===== src/design/gic_pkg.sv =====
// ----------------------------------------------------------------------------
// gic_pkg
// Shared widths, reset values and register indexes of the gamepad input
// conditioner.
// ----------------------------------------------------------------------------
package gic_pkg;

   localparam int AXIS_BITS_DEFAULT = 16;

   localparam int BUTTON_W  = 16;
   localparam int AXIS_W    = 16;
   localparam int TRIGGER_W = 8;
   localparam int CSR_W     = 16;

   localparam logic [CSR_W-1:0] DEAD_ZONE_RESET = 16'd13107;

   typedef logic [BUTTON_W-1:0]         buttons_type;
   typedef logic signed [AXIS_W-1:0]    axis_type;
   typedef logic [TRIGGER_W-1:0]        trigger_type;

   typedef enum logic [0:0] {
      CSR_DEAD_ZONE = 1'b0,
      CSR_INVERT_LY = 1'b1
   } csr_index_type;

endpackage


===== src/design/gic_req_if.sv =====
// ----------------------------------------------------------------------------
// gic_req_if
// Frame channel: one raw controller frame per beat.
// ----------------------------------------------------------------------------
interface gic_req_if;
   import gic_pkg::*;

   logic        valid;
   logic        ready;
   buttons_type buttons;
   axis_type    left_x;
   axis_type    left_y;
   axis_type    right_x;
   axis_type    right_y;
   trigger_type left_trigger;
   trigger_type right_trigger;

   modport source (
      output valid, buttons, left_x, left_y, right_x, right_y,
             left_trigger, right_trigger,
      input  ready
   );

   modport sink (
      input  valid, buttons, left_x, left_y, right_x, right_y,
             left_trigger, right_trigger,
      output ready
   );

endinterface


===== src/design/gic_rsp_if.sv =====
// ----------------------------------------------------------------------------
// gic_rsp_if
// Result channel: one conditioned frame per beat.
// ----------------------------------------------------------------------------
interface gic_rsp_if;
   import gic_pkg::*;

   logic        valid;
   logic        ready;
   buttons_type pressed_edges;
   buttons_type released_edges;
   buttons_type held_buttons;
   axis_type    left_out_x;
   axis_type    left_out_y;
   axis_type    right_out_x;
   axis_type    right_out_y;
   trigger_type left_trigger_level;
   trigger_type right_trigger_level;

   modport source (
      output valid, pressed_edges, released_edges, held_buttons,
             left_out_x, left_out_y, right_out_x, right_out_y,
             left_trigger_level, right_trigger_level,
      input  ready
   );

   modport sink (
      input  valid, pressed_edges, released_edges, held_buttons,
             left_out_x, left_out_y, right_out_x, right_out_y,
             left_trigger_level, right_trigger_level,
      output ready
   );

endinterface


===== src/design/gamepad_input_conditioner.sv =====
// ----------------------------------------------------------------------------
// gamepad_input_conditioner
// Button edge detection, scaled radial stick dead zone and linear trigger
// dead zone, worked out on one shared multiplier and one shared subtractor.
// ----------------------------------------------------------------------------
// Usage:
//   req_chan  - raw frame beats (buttons, four axes, two triggers).
//   rsp_chan  - conditioned frame beats, exactly one per request beat.
//   csr_*     - register writes: dead zone (Q0.16) and left Y inversion.
// A frame is taken only when the sequencer is idle; its result reaches the
// output register through these steps in order: the dead zone is squared;
// per stick, the axes are squared and summed, a bit-pair square root runs,
// scale and divisor are formed, then per axis a multiply and a restoring
// divide run; each trigger runs a restoring divide, and a last step loads
// the output register. A new frame is taken only after the sequencer has
// returned to idle. The root and divide loops, one bit per cycle on the
// shared subtractor, dominate. Sticks or triggers inside the dead zone skip their loops.
// The result sits in an output register; a new frame is accepted while it
// waits, and the sequencer holds at its end until the register is free.
// Reset (synchronous) clears the previous button word to zero and loads
// the registers with dead zone 13107 and no inversion.
// ----------------------------------------------------------------------------
module gamepad_input_conditioner #(
   parameter int AXIS_BITS = gic_pkg::AXIS_BITS_DEFAULT
) (
   input  logic                     clock,
   input  logic                     reset,
   gic_req_if.sink                  req_chan,
   gic_rsp_if.source                rsp_chan,
   input  logic                     csr_wr_en,
   input  gic_pkg::csr_index_type   csr_index,
   input  logic [gic_pkg::CSR_W-1:0] csr_wdata
);
   import gic_pkg::*;

   localparam logic [15:0] AXIS_FS = 16'((1 << (AXIS_BITS - 1)) - 1);

   typedef enum logic [14:0] {
      ST_IDLE  = 15'b000000000000001,
      ST_DZ    = 15'b000000000000010,
      ST_DZSQ  = 15'b000000000000100,
      ST_SQX   = 15'b000000000001000,
      ST_SQY   = 15'b000000000010000,
      ST_SUM   = 15'b000000000100000,
      ST_SQRT  = 15'b000000001000000,
      ST_SCALE = 15'b000000010000000,
      ST_DEN   = 15'b000000100000000,
      ST_MLO   = 15'b000001000000000,
      ST_MHI   = 15'b000010000000000,
      ST_NUM   = 15'b000100000000000,
      ST_DIV   = 15'b001000000000000,
      ST_TRG   = 15'b010000000000000,
      ST_DONE  = 15'b100000000000000
   } state_type;

   state_type   state_ff, state_in;
   logic [2:0]  job_ff, job_in;
   logic [4:0]  cnt_ff, cnt_in;
   logic [63:0] prod_ff, prod_in;
   logic [30:0] thr_ff, thr_in;
   logic [61:0] thrsq_ff, thrsq_in;
   logic [39:0] acc_ff, acc_in;
   logic [59:0] rem_ff, rem_in;
   logic [47:0] root_ff, root_in;
   logic [16:0] q_ff, q_in;
   logic [39:0] scale_ff, scale_in;
   logic [41:0] dvs_ff, dvs_in;
   logic [15:0] res_ff [6];
   logic [15:0] res_in [6];

   buttons_type prev_ff, prev_in;
   buttons_type prs_ff, prs_in, rel_ff, rel_in, held_ff, held_in;
   axis_type    lx_ff, lx_in, ly_ff, ly_in, rx_ff, rx_in, ry_ff, ry_in;
   trigger_type lt_ff, lt_in, rt_ff, rt_in;

   logic [15:0] dz_ff, dz_in;
   logic        inv_ff, inv_in;

   logic        rsp_valid_ff, rsp_valid_in;
   buttons_type o_prs_ff, o_prs_in, o_rel_ff, o_rel_in, o_held_ff, o_held_in;
   axis_type    o_lx_ff, o_lx_in, o_ly_ff, o_ly_in, o_rx_ff, o_rx_in, o_ry_ff, o_ry_in;
   trigger_type o_lt_ff, o_lt_in, o_rt_ff, o_rt_in;

   // shared units
   logic [31:0] mul_a, mul_b;
   logic [59:0] sub_a, sub_b;
   logic [60:0] diff;
   logic        ge;

   // axis selection
   logic [15:0] stick_xr, stick_yr, cur_raw;
   logic [15:0] mag_x, mag_y, cur_mag;
   logic        cur_neg;

   // scratch
   logic [31:0] sumsq;
   logic [47:0] bitv;
   logic [23:0] r;
   logic [39:0] lhs, off, cap, sc;
   logic [59:0] num;
   logic [16:0] qfin;
   logic [15:0] qc;
   logic [23:0] tt, dz255;
   logic [16:0] dzc;
   trigger_type tsel;

   function automatic logic [15:0] axis_mag(input logic [15:0] raw);
      logic [16:0] v;
      v = 17'($signed(raw[AXIS_BITS-1:0]));
      return raw[AXIS_BITS-1] ? 16'(17'(-v)) : v[15:0];
   endfunction

   assign stick_xr = job_ff[1] ? rx_ff : lx_ff;
   assign stick_yr = job_ff[1] ? ry_ff : ly_ff;
   assign cur_raw  = job_ff[0] ? stick_yr : stick_xr;
   assign mag_x    = axis_mag(stick_xr);
   assign mag_y    = axis_mag(stick_yr);
   assign cur_mag  = job_ff[0] ? mag_y : mag_x;
   assign cur_neg  = cur_raw[AXIS_BITS-1];
   assign dzc      = 17'h10000 - 17'(dz_ff);

   assign diff = {1'b0, sub_a} - {1'b0, sub_b};
   assign ge   = ~diff[60];

   assign req_chan.ready = (state_ff == ST_IDLE);

   assign rsp_chan.valid               = rsp_valid_ff;
   assign rsp_chan.pressed_edges       = o_prs_ff;
   assign rsp_chan.released_edges      = o_rel_ff;
   assign rsp_chan.held_buttons        = o_held_ff;
   assign rsp_chan.left_out_x          = o_lx_ff;
   assign rsp_chan.left_out_y          = o_ly_ff;
   assign rsp_chan.right_out_x         = o_rx_ff;
   assign rsp_chan.right_out_y         = o_ry_ff;
   assign rsp_chan.left_trigger_level  = o_lt_ff;
   assign rsp_chan.right_trigger_level = o_rt_ff;

   always_comb begin
      state_in = state_ff;  job_in = job_ff;  cnt_in = cnt_ff;
      thr_in = thr_ff;  thrsq_in = thrsq_ff;  acc_in = acc_ff;
      rem_in = rem_ff;  root_in = root_ff;  q_in = q_ff;
      scale_in = scale_ff;  dvs_in = dvs_ff;
      res_in = res_ff;
      prev_in = prev_ff;  prs_in = prs_ff;  rel_in = rel_ff;  held_in = held_ff;
      lx_in = lx_ff;  ly_in = ly_ff;  rx_in = rx_ff;  ry_in = ry_ff;
      lt_in = lt_ff;  rt_in = rt_ff;
      dz_in = dz_ff;  inv_in = inv_ff;
      rsp_valid_in = rsp_valid_ff;
      o_prs_in = o_prs_ff;  o_rel_in = o_rel_ff;  o_held_in = o_held_ff;
      o_lx_in = o_lx_ff;  o_ly_in = o_ly_ff;  o_rx_in = o_rx_ff;  o_ry_in = o_ry_ff;
      o_lt_in = o_lt_ff;  o_rt_in = o_rt_ff;
      mul_a = '0;  mul_b = '0;  sub_a = '0;  sub_b = '0;
      sumsq = '0;  bitv = '0;  r = '0;  lhs = '0;  off = '0;  cap = '0;  sc = '0;
      num = '0;  qfin = '0;  qc = '0;  tt = '0;  dz255 = '0;  tsel = '0;

      if (csr_wr_en) begin
         unique case (csr_index)
            CSR_DEAD_ZONE: dz_in  = csr_wdata;
            CSR_INVERT_LY: inv_in = csr_wdata[0];
            default:       dz_in  = dz_ff;
         endcase
      end

      if (rsp_valid_ff && rsp_chan.ready) begin
         rsp_valid_in = 1'b0;
      end

      unique case (state_ff)
         ST_IDLE: begin
            if (req_chan.valid) begin
               prs_in  = req_chan.buttons & ~prev_ff;
               rel_in  = prev_ff & ~req_chan.buttons;
               held_in = req_chan.buttons;
               prev_in = req_chan.buttons;
               lx_in = req_chan.left_x;   ly_in = req_chan.left_y;
               rx_in = req_chan.right_x;  ry_in = req_chan.right_y;
               lt_in = req_chan.left_trigger;
               rt_in = req_chan.right_trigger;
               job_in   = 3'd0;
               state_in = ST_DZ;
            end
         end
         ST_DZ: begin
            mul_a    = 32'(dz_ff);
            mul_b    = 32'(AXIS_FS);
            state_in = ST_DZSQ;
         end
         ST_DZSQ: begin
            thr_in   = prod_ff[30:0];
            mul_a    = prod_ff[31:0];
            mul_b    = prod_ff[31:0];
            state_in = ST_SQX;
         end
         ST_SQX: begin
            if (job_ff == 3'd0) begin
               thrsq_in = prod_ff[61:0];
            end
            mul_a    = 32'(mag_x);
            mul_b    = 32'(mag_x);
            state_in = ST_SQY;
         end
         ST_SQY: begin
            acc_in   = 40'(prod_ff[31:0]);
            mul_a    = 32'(mag_y);
            mul_b    = 32'(mag_y);
            state_in = ST_SUM;
         end
         ST_SUM: begin
            sumsq = acc_ff[31:0] + prod_ff[31:0];
            if ({sumsq, 32'b0} <= {2'b0, thrsq_ff}) begin
               res_in[job_ff]        = '0;
               res_in[job_ff | 3'd1] = '0;
               job_in   = job_ff + 3'd2;
               state_in = (job_ff == 3'd2) ? ST_TRG : ST_SQX;
            end else begin
               rem_in   = 60'({sumsq, 16'b0});
               root_in  = '0;
               cnt_in   = 5'd23;
               state_in = ST_SQRT;
            end
         end
         ST_SQRT: begin
            bitv  = 48'd1 << {cnt_ff, 1'b0};
            sub_a = rem_ff;
            sub_b = 60'(root_ff + bitv);
            if (ge) begin
               rem_in  = diff[59:0];
               root_in = (root_ff >> 1) + bitv;
            end else begin
               root_in = root_ff >> 1;
            end
            cnt_in = cnt_ff - 5'd1;
            if (cnt_ff == 5'd0) begin
               state_in = ST_SCALE;
            end
         end
         ST_SCALE: begin
            r   = root_ff[23:0];
            lhs = {r, 16'b0};
            off = 40'({thr_ff, 8'b0});
            cap = {AXIS_FS, 24'b0} - off;
            if (r == '0 || lhs <= off) begin
               res_in[job_ff]        = '0;
               res_in[job_ff | 3'd1] = '0;
               job_in   = job_ff + 3'd2;
               state_in = (job_ff == 3'd2) ? ST_TRG : ST_SQX;
            end else begin
               sc       = lhs - off;
               scale_in = (sc > cap) ? cap : sc;
               mul_a    = 32'(r);
               mul_b    = 32'(dzc);
               state_in = ST_DEN;
            end
         end
         ST_DEN: begin
            dvs_in   = {prod_ff[40:0], 1'b0};
            state_in = ST_MLO;
         end
         ST_MLO: begin
            mul_a    = 32'(cur_mag);
            mul_b    = 32'(scale_ff[23:0]);
            state_in = ST_MHI;
         end
         ST_MHI: begin
            acc_in   = prod_ff[39:0];
            mul_a    = 32'(cur_mag);
            mul_b    = 32'(scale_ff[39:24]);
            state_in = ST_NUM;
         end
         ST_NUM: begin
            num      = 60'(acc_ff) + (60'(prod_ff[31:0]) << 24);
            rem_in   = (num << 1) + 60'(dvs_ff >> 1);
            q_in     = '0;
            cnt_in   = 5'd16;
            state_in = ST_DIV;
         end
         ST_DIV: begin
            sub_a = rem_ff;
            sub_b = 60'(dvs_ff) << cnt_ff;
            if (ge) begin
               rem_in       = diff[59:0];
               q_in[cnt_ff] = 1'b1;
            end
            cnt_in = cnt_ff - 5'd1;
            if (cnt_ff == 5'd0) begin
               qfin = {q_ff[16:1], ge};
               if (job_ff[2]) begin
                  res_in[job_ff] = (qfin > 17'd255) ? 16'd255 : 16'(qfin[7:0]);
               end else begin
                  qc = (qfin > 17'(AXIS_FS)) ? AXIS_FS : qfin[15:0];
                  res_in[job_ff] = cur_neg ? 16'(-qc) : qc;
               end
               job_in = job_ff + 3'd1;
               case (job_ff)
                  3'd0, 3'd2: state_in = ST_MLO;
                  3'd1:       state_in = ST_SQX;
                  3'd3, 3'd4: state_in = ST_TRG;
                  default:    state_in = ST_DONE;
               endcase
            end
         end
         ST_TRG: begin
            tsel  = job_ff[0] ? rt_ff : lt_ff;
            tt    = {tsel, 16'b0};
            dz255 = {dz_ff, 8'b0} - 24'(dz_ff);
            if (tt <= dz255) begin
               res_in[job_ff] = '0;
               job_in   = job_ff + 3'd1;
               state_in = (job_ff == 3'd5) ? ST_DONE : ST_TRG;
            end else begin
               rem_in   = (60'(tt - dz255) << 1) + 60'(dzc);
               dvs_in   = 42'({dzc, 1'b0});
               q_in     = '0;
               cnt_in   = 5'd16;
               state_in = ST_DIV;
            end
         end
         ST_DONE: begin
            if (!rsp_valid_ff || rsp_chan.ready) begin
               rsp_valid_in = 1'b1;
               o_prs_in  = prs_ff;
               o_rel_in  = rel_ff;
               o_held_in = held_ff;
               o_lx_in   = res_ff[0];
               o_ly_in   = inv_ff ? 16'(-res_ff[1]) : res_ff[1];
               o_rx_in   = res_ff[2];
               o_ry_in   = res_ff[3];
               o_lt_in   = res_ff[4][7:0];
               o_rt_in   = res_ff[5][7:0];
               state_in  = ST_IDLE;
            end
         end
         default: state_in = ST_IDLE;
      endcase

      prod_in = 64'(mul_a) * 64'(mul_b);
   end

   always_ff @(posedge clock) begin
      if (reset) begin
         state_ff     <= ST_IDLE;
         job_ff       <= '0;
         cnt_ff       <= '0;
         prev_ff      <= '0;
         dz_ff        <= DEAD_ZONE_RESET;
         inv_ff       <= 1'b0;
         rsp_valid_ff <= 1'b0;
      end else begin
         state_ff     <= state_in;
         job_ff       <= job_in;
         cnt_ff       <= cnt_in;
         prev_ff      <= prev_in;
         dz_ff        <= dz_in;
         inv_ff       <= inv_in;
         rsp_valid_ff <= rsp_valid_in;
      end
   end

   always_ff @(posedge clock) begin
      prod_ff  <= prod_in;
      thr_ff   <= thr_in;
      thrsq_ff <= thrsq_in;
      acc_ff   <= acc_in;
      rem_ff   <= rem_in;
      root_ff  <= root_in;
      q_ff     <= q_in;
      scale_ff <= scale_in;
      dvs_ff   <= dvs_in;
      res_ff   <= res_in;
      prs_ff   <= prs_in;
      rel_ff   <= rel_in;
      held_ff  <= held_in;
      lx_ff    <= lx_in;
      ly_ff    <= ly_in;
      rx_ff    <= rx_in;
      ry_ff    <= ry_in;
      lt_ff    <= lt_in;
      rt_ff    <= rt_in;
      o_prs_ff  <= o_prs_in;
      o_rel_ff  <= o_rel_in;
      o_held_ff <= o_held_in;
      o_lx_ff   <= o_lx_in;
      o_ly_ff   <= o_ly_in;
      o_rx_ff   <= o_rx_in;
      o_ry_ff   <= o_ry_in;
      o_lt_ff   <= o_lt_in;
      o_rt_ff   <= o_rt_in;
   end

endmodule


===== src/flat_wrapper.sv =====
// flat-port wrapper written by rule: the top's interface ports become plain ports
module gamepad_input_conditioner_flat import gic_pkg::*;
#(
   parameter int AXIS_BITS = gic_pkg::AXIS_BITS_DEFAULT
)
  (clock, reset, csr_wr_en, csr_index, csr_wdata, req_chan_valid, req_chan_buttons, req_chan_left_x, req_chan_left_y, req_chan_right_x, req_chan_right_y, req_chan_left_trigger, req_chan_right_trigger, req_chan_ready, rsp_chan_valid, rsp_chan_pressed_edges, rsp_chan_released_edges, rsp_chan_held_buttons, rsp_chan_left_out_x, rsp_chan_left_out_y, rsp_chan_right_out_x, rsp_chan_right_out_y, rsp_chan_left_trigger_level, rsp_chan_right_trigger_level, rsp_chan_ready);
  gic_req_if req_chan_i ();
  gic_rsp_if rsp_chan_i ();
  input  logic clock;
  input  logic reset;
  input  logic csr_wr_en;
  input  gic_pkg::csr_index_type csr_index;
  input  logic [gic_pkg::CSR_W-1:0] csr_wdata;
  input wire logic [$bits(req_chan_i.valid)-1:0] req_chan_valid;
  input wire logic [$bits(req_chan_i.buttons)-1:0] req_chan_buttons;
  input wire logic [$bits(req_chan_i.left_x)-1:0] req_chan_left_x;
  input wire logic [$bits(req_chan_i.left_y)-1:0] req_chan_left_y;
  input wire logic [$bits(req_chan_i.right_x)-1:0] req_chan_right_x;
  input wire logic [$bits(req_chan_i.right_y)-1:0] req_chan_right_y;
  input wire logic [$bits(req_chan_i.left_trigger)-1:0] req_chan_left_trigger;
  input wire logic [$bits(req_chan_i.right_trigger)-1:0] req_chan_right_trigger;
  output wire logic [$bits(req_chan_i.ready)-1:0] req_chan_ready;
  output wire logic [$bits(rsp_chan_i.valid)-1:0] rsp_chan_valid;
  output wire logic [$bits(rsp_chan_i.pressed_edges)-1:0] rsp_chan_pressed_edges;
  output wire logic [$bits(rsp_chan_i.released_edges)-1:0] rsp_chan_released_edges;
  output wire logic [$bits(rsp_chan_i.held_buttons)-1:0] rsp_chan_held_buttons;
  output wire logic [$bits(rsp_chan_i.left_out_x)-1:0] rsp_chan_left_out_x;
  output wire logic [$bits(rsp_chan_i.left_out_y)-1:0] rsp_chan_left_out_y;
  output wire logic [$bits(rsp_chan_i.right_out_x)-1:0] rsp_chan_right_out_x;
  output wire logic [$bits(rsp_chan_i.right_out_y)-1:0] rsp_chan_right_out_y;
  output wire logic [$bits(rsp_chan_i.left_trigger_level)-1:0] rsp_chan_left_trigger_level;
  output wire logic [$bits(rsp_chan_i.right_trigger_level)-1:0] rsp_chan_right_trigger_level;
  input wire logic [$bits(rsp_chan_i.ready)-1:0] rsp_chan_ready;
  assign req_chan_i.valid = req_chan_valid;
  assign req_chan_i.buttons = req_chan_buttons;
  assign req_chan_i.left_x = req_chan_left_x;
  assign req_chan_i.left_y = req_chan_left_y;
  assign req_chan_i.right_x = req_chan_right_x;
  assign req_chan_i.right_y = req_chan_right_y;
  assign req_chan_i.left_trigger = req_chan_left_trigger;
  assign req_chan_i.right_trigger = req_chan_right_trigger;
  assign req_chan_ready = req_chan_i.ready;
  assign rsp_chan_valid = rsp_chan_i.valid;
  assign rsp_chan_pressed_edges = rsp_chan_i.pressed_edges;
  assign rsp_chan_released_edges = rsp_chan_i.released_edges;
  assign rsp_chan_held_buttons = rsp_chan_i.held_buttons;
  assign rsp_chan_left_out_x = rsp_chan_i.left_out_x;
  assign rsp_chan_left_out_y = rsp_chan_i.left_out_y;
  assign rsp_chan_right_out_x = rsp_chan_i.right_out_x;
  assign rsp_chan_right_out_y = rsp_chan_i.right_out_y;
  assign rsp_chan_left_trigger_level = rsp_chan_i.left_trigger_level;
  assign rsp_chan_right_trigger_level = rsp_chan_i.right_trigger_level;
  assign rsp_chan_i.ready = rsp_chan_ready;
  gamepad_input_conditioner #(.AXIS_BITS(AXIS_BITS)) u_core (.clock(clock), .reset(reset), .req_chan(req_chan_i), .rsp_chan(rsp_chan_i), .csr_wr_en(csr_wr_en), .csr_index(csr_index), .csr_wdata(csr_wdata));
endmodule

===== config.mk =====
export PLATFORM = sky130hd
export DESIGN_NAME = gamepad_input_conditioner_flat
export DESIGN_NICKNAME = d
export VERILOG_FILES = /design/src/design/gic_pkg.sv /design/src/design/gic_req_if.sv /design/src/design/gic_rsp_if.sv /design/src/design/gamepad_input_conditioner.sv /design/src/flat_wrapper.sv
export SDC_FILE = /design/constraint.sdc
export NUM_CORES = 2
export LEC_CHECK = 0
export BUFFER_PORTS_ARGS = -buffer_cell sky130_fd_sc_hd__buf_2
export CAP_MARGIN = 15
export CORE_MARGIN = 2
export CORE_UTILIZATION = 25
export CTS_BUF_LIST = sky130_fd_sc_hd__clkbuf_16
export CTS_CLUSTER_DIAMETER = 120
export DETAILED_ROUTE_END_ITERATION = 8
export PLACE_DENSITY = 0.5
export SLEW_MARGIN = 0
export SYNTH_ARGS = -nofsm -noshare
export SYNTH_HDL_FRONTEND = slang
export SYNTH_SLANG_ARGS = --single-unit

===== constraint.sdc =====
create_clock -name clock -period 14.42 [get_ports clock]
set_input_delay 1.442 -clock clock [delete_from_list [all_inputs] [get_ports clock]]
set_output_delay 1.442 -clock clock [all_outputs]
set_load 0.05 [all_outputs]

# == Word-level counts from Yosys, hierarchy flattened ==
# Index checks and enable logic that the tools add are counted.
# W data, S select, Z words.
# totals
regBits,811
latch_bits,0
mem_bits_rw,0
romBits,0
in_bits,118
output_inout_bits,130
wordCells,222
mem_count,0
# op_classes
addsub,19
mul,1
div_mod_pow,0
n_lt_le_gt_ge,12
eq_ne,31
n_shift,2
n_mux,68
bitwise,14
n_reduce_logical,35
# op_table
operator,n
$mux W96,5
$pmux W96 S4,1
$mux W60,4
$pmux W60 S4,1
$pmux W15 S15,1
$pmux W32 S7,1
$and A96 B96 Y96,2
$bwmux W96,2
$not A96 Y96,2
$pmux W32 S6,1
$mux W16,11
$mux W15,8
$pmux W60 S2,1
$demux W16 S3,2
$mux W48,2
$pmux W48 S2,1
$pmux W42 S2,1
$pmux W40 S2,1
$le A64 B62 Y1,1
$neg A16 Y16,4
$mul A32 B32 Y62,1
$sub A60 B60 Y61,1
$add A60 B17 Y60,1
$add A60 B41 Y60,1
other kinds (78),126

# == Logic depth before layout (Yosys ltp) ==
# logic_depth
ltp_word,13
ltp_mapped,47
mapped_depth_nobuf,42

# == Least setup slack after synthesis ==
# No wires, ideal clock.
# synth_path
kind,register to register
start,register u_core.job_ff[1]
end,register u_core.prod_ff[48]
setup_ps,127
t_arrival_ps,11686
t_required_ps,14293
setup_slack_ps,2607
stages_incl_launch_ff,44
path_buffers,7
period_less_slack_ps,11813
cell_sequence,dfxtp_1 > clkbuf_1 > buf_2 > buf_2 > buf_2 > buf_2 > mux2i_1 > ha_1 > nand3_1 > nor2_1 > a41oi_1 > xor2_1 > nor2_1 > a221o_1 > a21o_1 > a221oi_1 > buf_2 > nor2_1 > [... 8 more ...] > fa_1 > inv_1 > fa_1 > inv_1 > ha_1 > clkbuf_1 > a211oi_1 > o21ai_0 > a221o_1 > nor2b_1 > a211o_1 > a31oi_1 > o21ai_0 > and2_1 > or4b_2 > a31oi_1 > o21ai_0 > xor2_1
# synth_via
elab_chain_cells,6
elab_cells_between_ends,10
cone_classes,add/sub: 2; mul: 1; mux: 7
# synth_rtl
element,line_no,source
start: declaration,gamepad_input_conditioner.sv:57,"logic [2:0] job_ff, job_in;"
start signal: assignment,gamepad_input_conditioner.sv:350,job_ff <= job_in;
$mux W16 (on tied branches),"gamepad_input_conditioner.sv:113, gamepad_input_conditioner.sv:114",
$neg A16 Y16,gamepad_input_conditioner.sv:110,return raw[AXIS_BITS-1] ? 16'(17'(-v)) : v[15:0];
$mux W16,gamepad_input_conditioner.sv:110,
$mux W16,gamepad_input_conditioner.sv:118,assign cur_mag = job_ff[0] ? mag_y : mag_x;
$pmux W32 S6,gamepad_input_conditioner.sv:168,unique case (state_ff)
$mul A32 B32 Y62 *,gamepad_input_conditioner.sv:336,prod_in = 64'(mul_a) * 64'(mul_b);
named net u_core.prod_in[48],gamepad_input_conditioner.sv:59,"logic [63:0] prod_ff, prod_in;"
end signal: assignment,gamepad_input_conditioner.sv:360,prod_ff <= prod_in;
end: declaration,gamepad_input_conditioner.sv:59,
# The timed path passes the listed nets; every way through them passes the cells marked *.
# A chain may end at the register's enable or synchronous reset.

# == Worst setup path in the final report ==
# layout_path
start,register u_core.root_ff[9]
end,register u_core.prod_ff[59]
# layout_via
elab_chain_cells,5
elab_cells_between_ends,8
cone_classes,mul: 1; order compare: 1; mux: 4; reduce/logical: 2
# layout_rtl
element,line_no,source
start: declaration,gamepad_input_conditioner.sv:64,"logic [47:0] root_ff, root_in;"
start signal: assignment,gamepad_input_conditioner.sv:365,root_ff <= root_in;
$le A40 B39 Y1 / $logic_not A24 Y1 (equally long branches),gamepad_input_conditioner.sv:242,if (r == '0 || lhs <= off) begin
$logic_or A1 B1 Y1,gamepad_input_conditioner.sv:242,
$mux W17 / $mux W24 (equally long branches),gamepad_input_conditioner.sv:242,
$pmux W32 S7 / $pmux W32 S6 (equally long branches),gamepad_input_conditioner.sv:168,
$mul A32 B32 Y62 *,gamepad_input_conditioner.sv:336,
named net u_core.prod_in[59],gamepad_input_conditioner.sv:59,
# Marks and branches as above.

==> results.cfg <==
[sta]
timing.fmax_mhz = 76.8
period_needed_ps = 13020
worst_slack_ps = 1400
fin_skew_ps = 83.2
drv_slew = 0
rsz0062_at_grt = false
maxSlewHeadroom = 0.159
hold_viol = 0
tightest_slew_ps = 1260
finalCritPeriodShare = 0.903
final.setup.tns_ps = 0
setup_viol = 0

[worst_setup_path]
cp_slowest_cell = a211oi_4
cpMostUsedCell = fa_1
path_max_fanout = 64
worstSetupPathType = flip-flop to flip-flop
reg2reg_slack_ps = 1400
cp_top_family = compound AO/OA/AOI/OAI gates
crit_buf_inv = 7
cpPeakStageDelay_ps = 970
crit_required_ps = 15000
cp.arrival_ps = 13600
cp-start-kind = flip-flop
end_kind = flip-flop

[cts]
clk_latency_ps = 740
htreeDepth = 3
cts_buffers = 87
clkSlewWorstSetupHoldPaths_ps = 60
post_cts_resized = 0
postCtsHoldBufs = 0
cts.path.max_buffers = 3
postCtsSetupBuffers = 0
cts_tree = built
cts_root_buffer = clkbuf_16
cts_sinks = 785

[die]
die_h_um = 579
floorplan.die_area_um2 = 335000
io_pins = 248
core_area_um2 = 330000
rows = 211
fp.dieW_um = 579
initial_utilization = 0.251

[logic_synthesis]
yosysWarnings = 0
synth_area_um2 = 82700
synthTopCellsByArea = edfxtp_1 24%, fa_1 22%, ha_1 8.7%, inv_1 5.6%, nand2_1 4.6%
yosys-top-cells-count = 1241 x inv_1, 1018 x nand2_1, 900 x fa_1
synth_top_cell_area_share = 0.242
avgSynthCellArea_um2 = 9.35
synthFlopType = edfxtp_1
synth_fa_ha_area_frac = 0.305
synthXorXnorAreaFrac = 0.0483
synth.area.mux_share = 0.0218
ys_seq_area_frac = 0.271
ys_ff_latch = 785
synth-simple-area-share = 0.147
synth_edf_count = 666
synth_top_family_by_area = adder cells
synth_compound_area_frac = 0.132
synth_nets = 10433
ys_types = 100
syn_inst = 8840
synth_most_common_cell = inv_1
yosys.area.top_type = edfxtp_1
async_flop_share = 0

[grt]
antenna_found_initial = 21
grt_overflow = 0
grt_pass1_vias = 66072
grt_usage = 0.180
grt_pass1_wl_um = 451000
grt_max_degree = 95

[power]
cellPowerDensity_nw_per_um2 = 62.6
ir_worst_vdd_uv = 77.7
p_leak_nw = 40.5

[placement]
portBuffers = 247
place_hpwl_um = 240000
place_ws_ps = 1630
gp_congestion = 0.977
placed_cell_area_um2 = 90000

[cells_and_area]
drive_above_1_share = 0.0875
nets = 10591
area_growth_pct = 12.5
fin_area_um2 = 93000

[detailed_routing]
drtIter0Drc = 6127
post_drt_wl_per_cell_um = 22.7
ant_nets = 0
vias = 65971
drc = 0
wl_um = 306000
dr.pass1.iters = 6
via_per_inst = 4.91

[run]
cap_violations = 0

[status]
status = finished clean

[hold_path]
min_path_type = flip-flop to flip-flop
final cells by class:
cell class | instances | area [µm²]
sequential | 785 | 22400
clock inverter | 74 | 782
inverter | 1248 | 4680
tap | 4366 | 5460
multi-input combinational | 6414 | 54600
fill | 35071 | 237000
antenna | 12 | 30.0
timing repair buffer | 462 | 2920
clock buffer | 88 | 2200
sequential cells by signal (all words and copies together) (netlist names), 31 cells and up:
signal / flops
u_core.thrsq_ff: 62
u_core.rem_ff: 60
u_core.scale_ff: 32
u_core.prod_ff: 62
u_core.dvs_ff: 41
u_core.root_ff: 48
u_core.thr_ff: 31
u_core.acc_ff: 40
u_core.res_ff: 80
metal layers:
metal / wire, µm / GRT usage
met5: 65 / 0
met3: 22200 / 0.0293
met1: 137000 / 0.250
met2: 137000 / 0.287
met4: 9920 / 0.0525
placed cells by master, fill, tap and decap left out, types with 92 or more instances in the layout:
cell type / count
a21o_1: 180
a21oi_1: 388
and2_1: 109
buf_2: 247
buf_4: 209
dfxtp_1: 114
edfxtp_1: 666
fa_1: 900
ha_1: 575
inv_1: 1263
mux2i_1: 92
nand2_1: 1016
nand2b_1: 103
nor2_1: 810
nor2b_1: 112
nor3_1: 103
o21ai_0: 355
xnor2_1: 305
xor2_1: 149
logic make-up (layout without fill, tap and decap cells):
| family | count (synthesis) | in the layout |
|---|---|---|
| simple gates | 2684 | 2684 |
| compound gates | 1659 | 1659 |
| buf+inv | 1641 | 1872 |
| fa+ha+maj | 1475 | 1475 |
| flops | 785 | 785 |
| xor+xnor | 455 | 455 |
| mux | 141 | 141 |
| other cells | 0 | 12 |
path summary, 6_finish.rpt:
path	cells past startpoint	start	endpoint
setup / recovery	39	u_core.root_ff[9]$_SDFFCE_PN0P_	u_core.prod_ff[59]$_DFF_P_
hold / removal	0	u_core.prod_ff[56]$_DFF_P_	u_core.thrsq_ff[56]$_DFFE_PP_
setup reg to reg	39	u_core.root_ff[9]$_SDFFCE_PN0P_	u_core.prod_ff[59]$_DFF_P_
hold reg to reg	0	u_core.prod_ff[56]$_DFF_P_	u_core.thrsq_ff[56]$_DFFE_PP_
stage by stage:
stage                     power, mW  std cells   util  hold slack (ps)
after floorplan                3.16       8840      -              386
after global placement         3.51      13272  0.273              386
after detailed placement       3.51      13275  0.273              389
after CTS                      5.87      13437  0.282              371
after global routing           6.04      13437  0.282              391
final                          5.82      13449  0.282              375
power breakdown:
group	switching (mW)	total (mW)	internal (mW)
clock	1.06	2.36	1.30
sequential	0.0456	2.57	2.53
combinational	0.614	0.894	0.280
No activity file was read; power rests on OpenSTA's default activity.
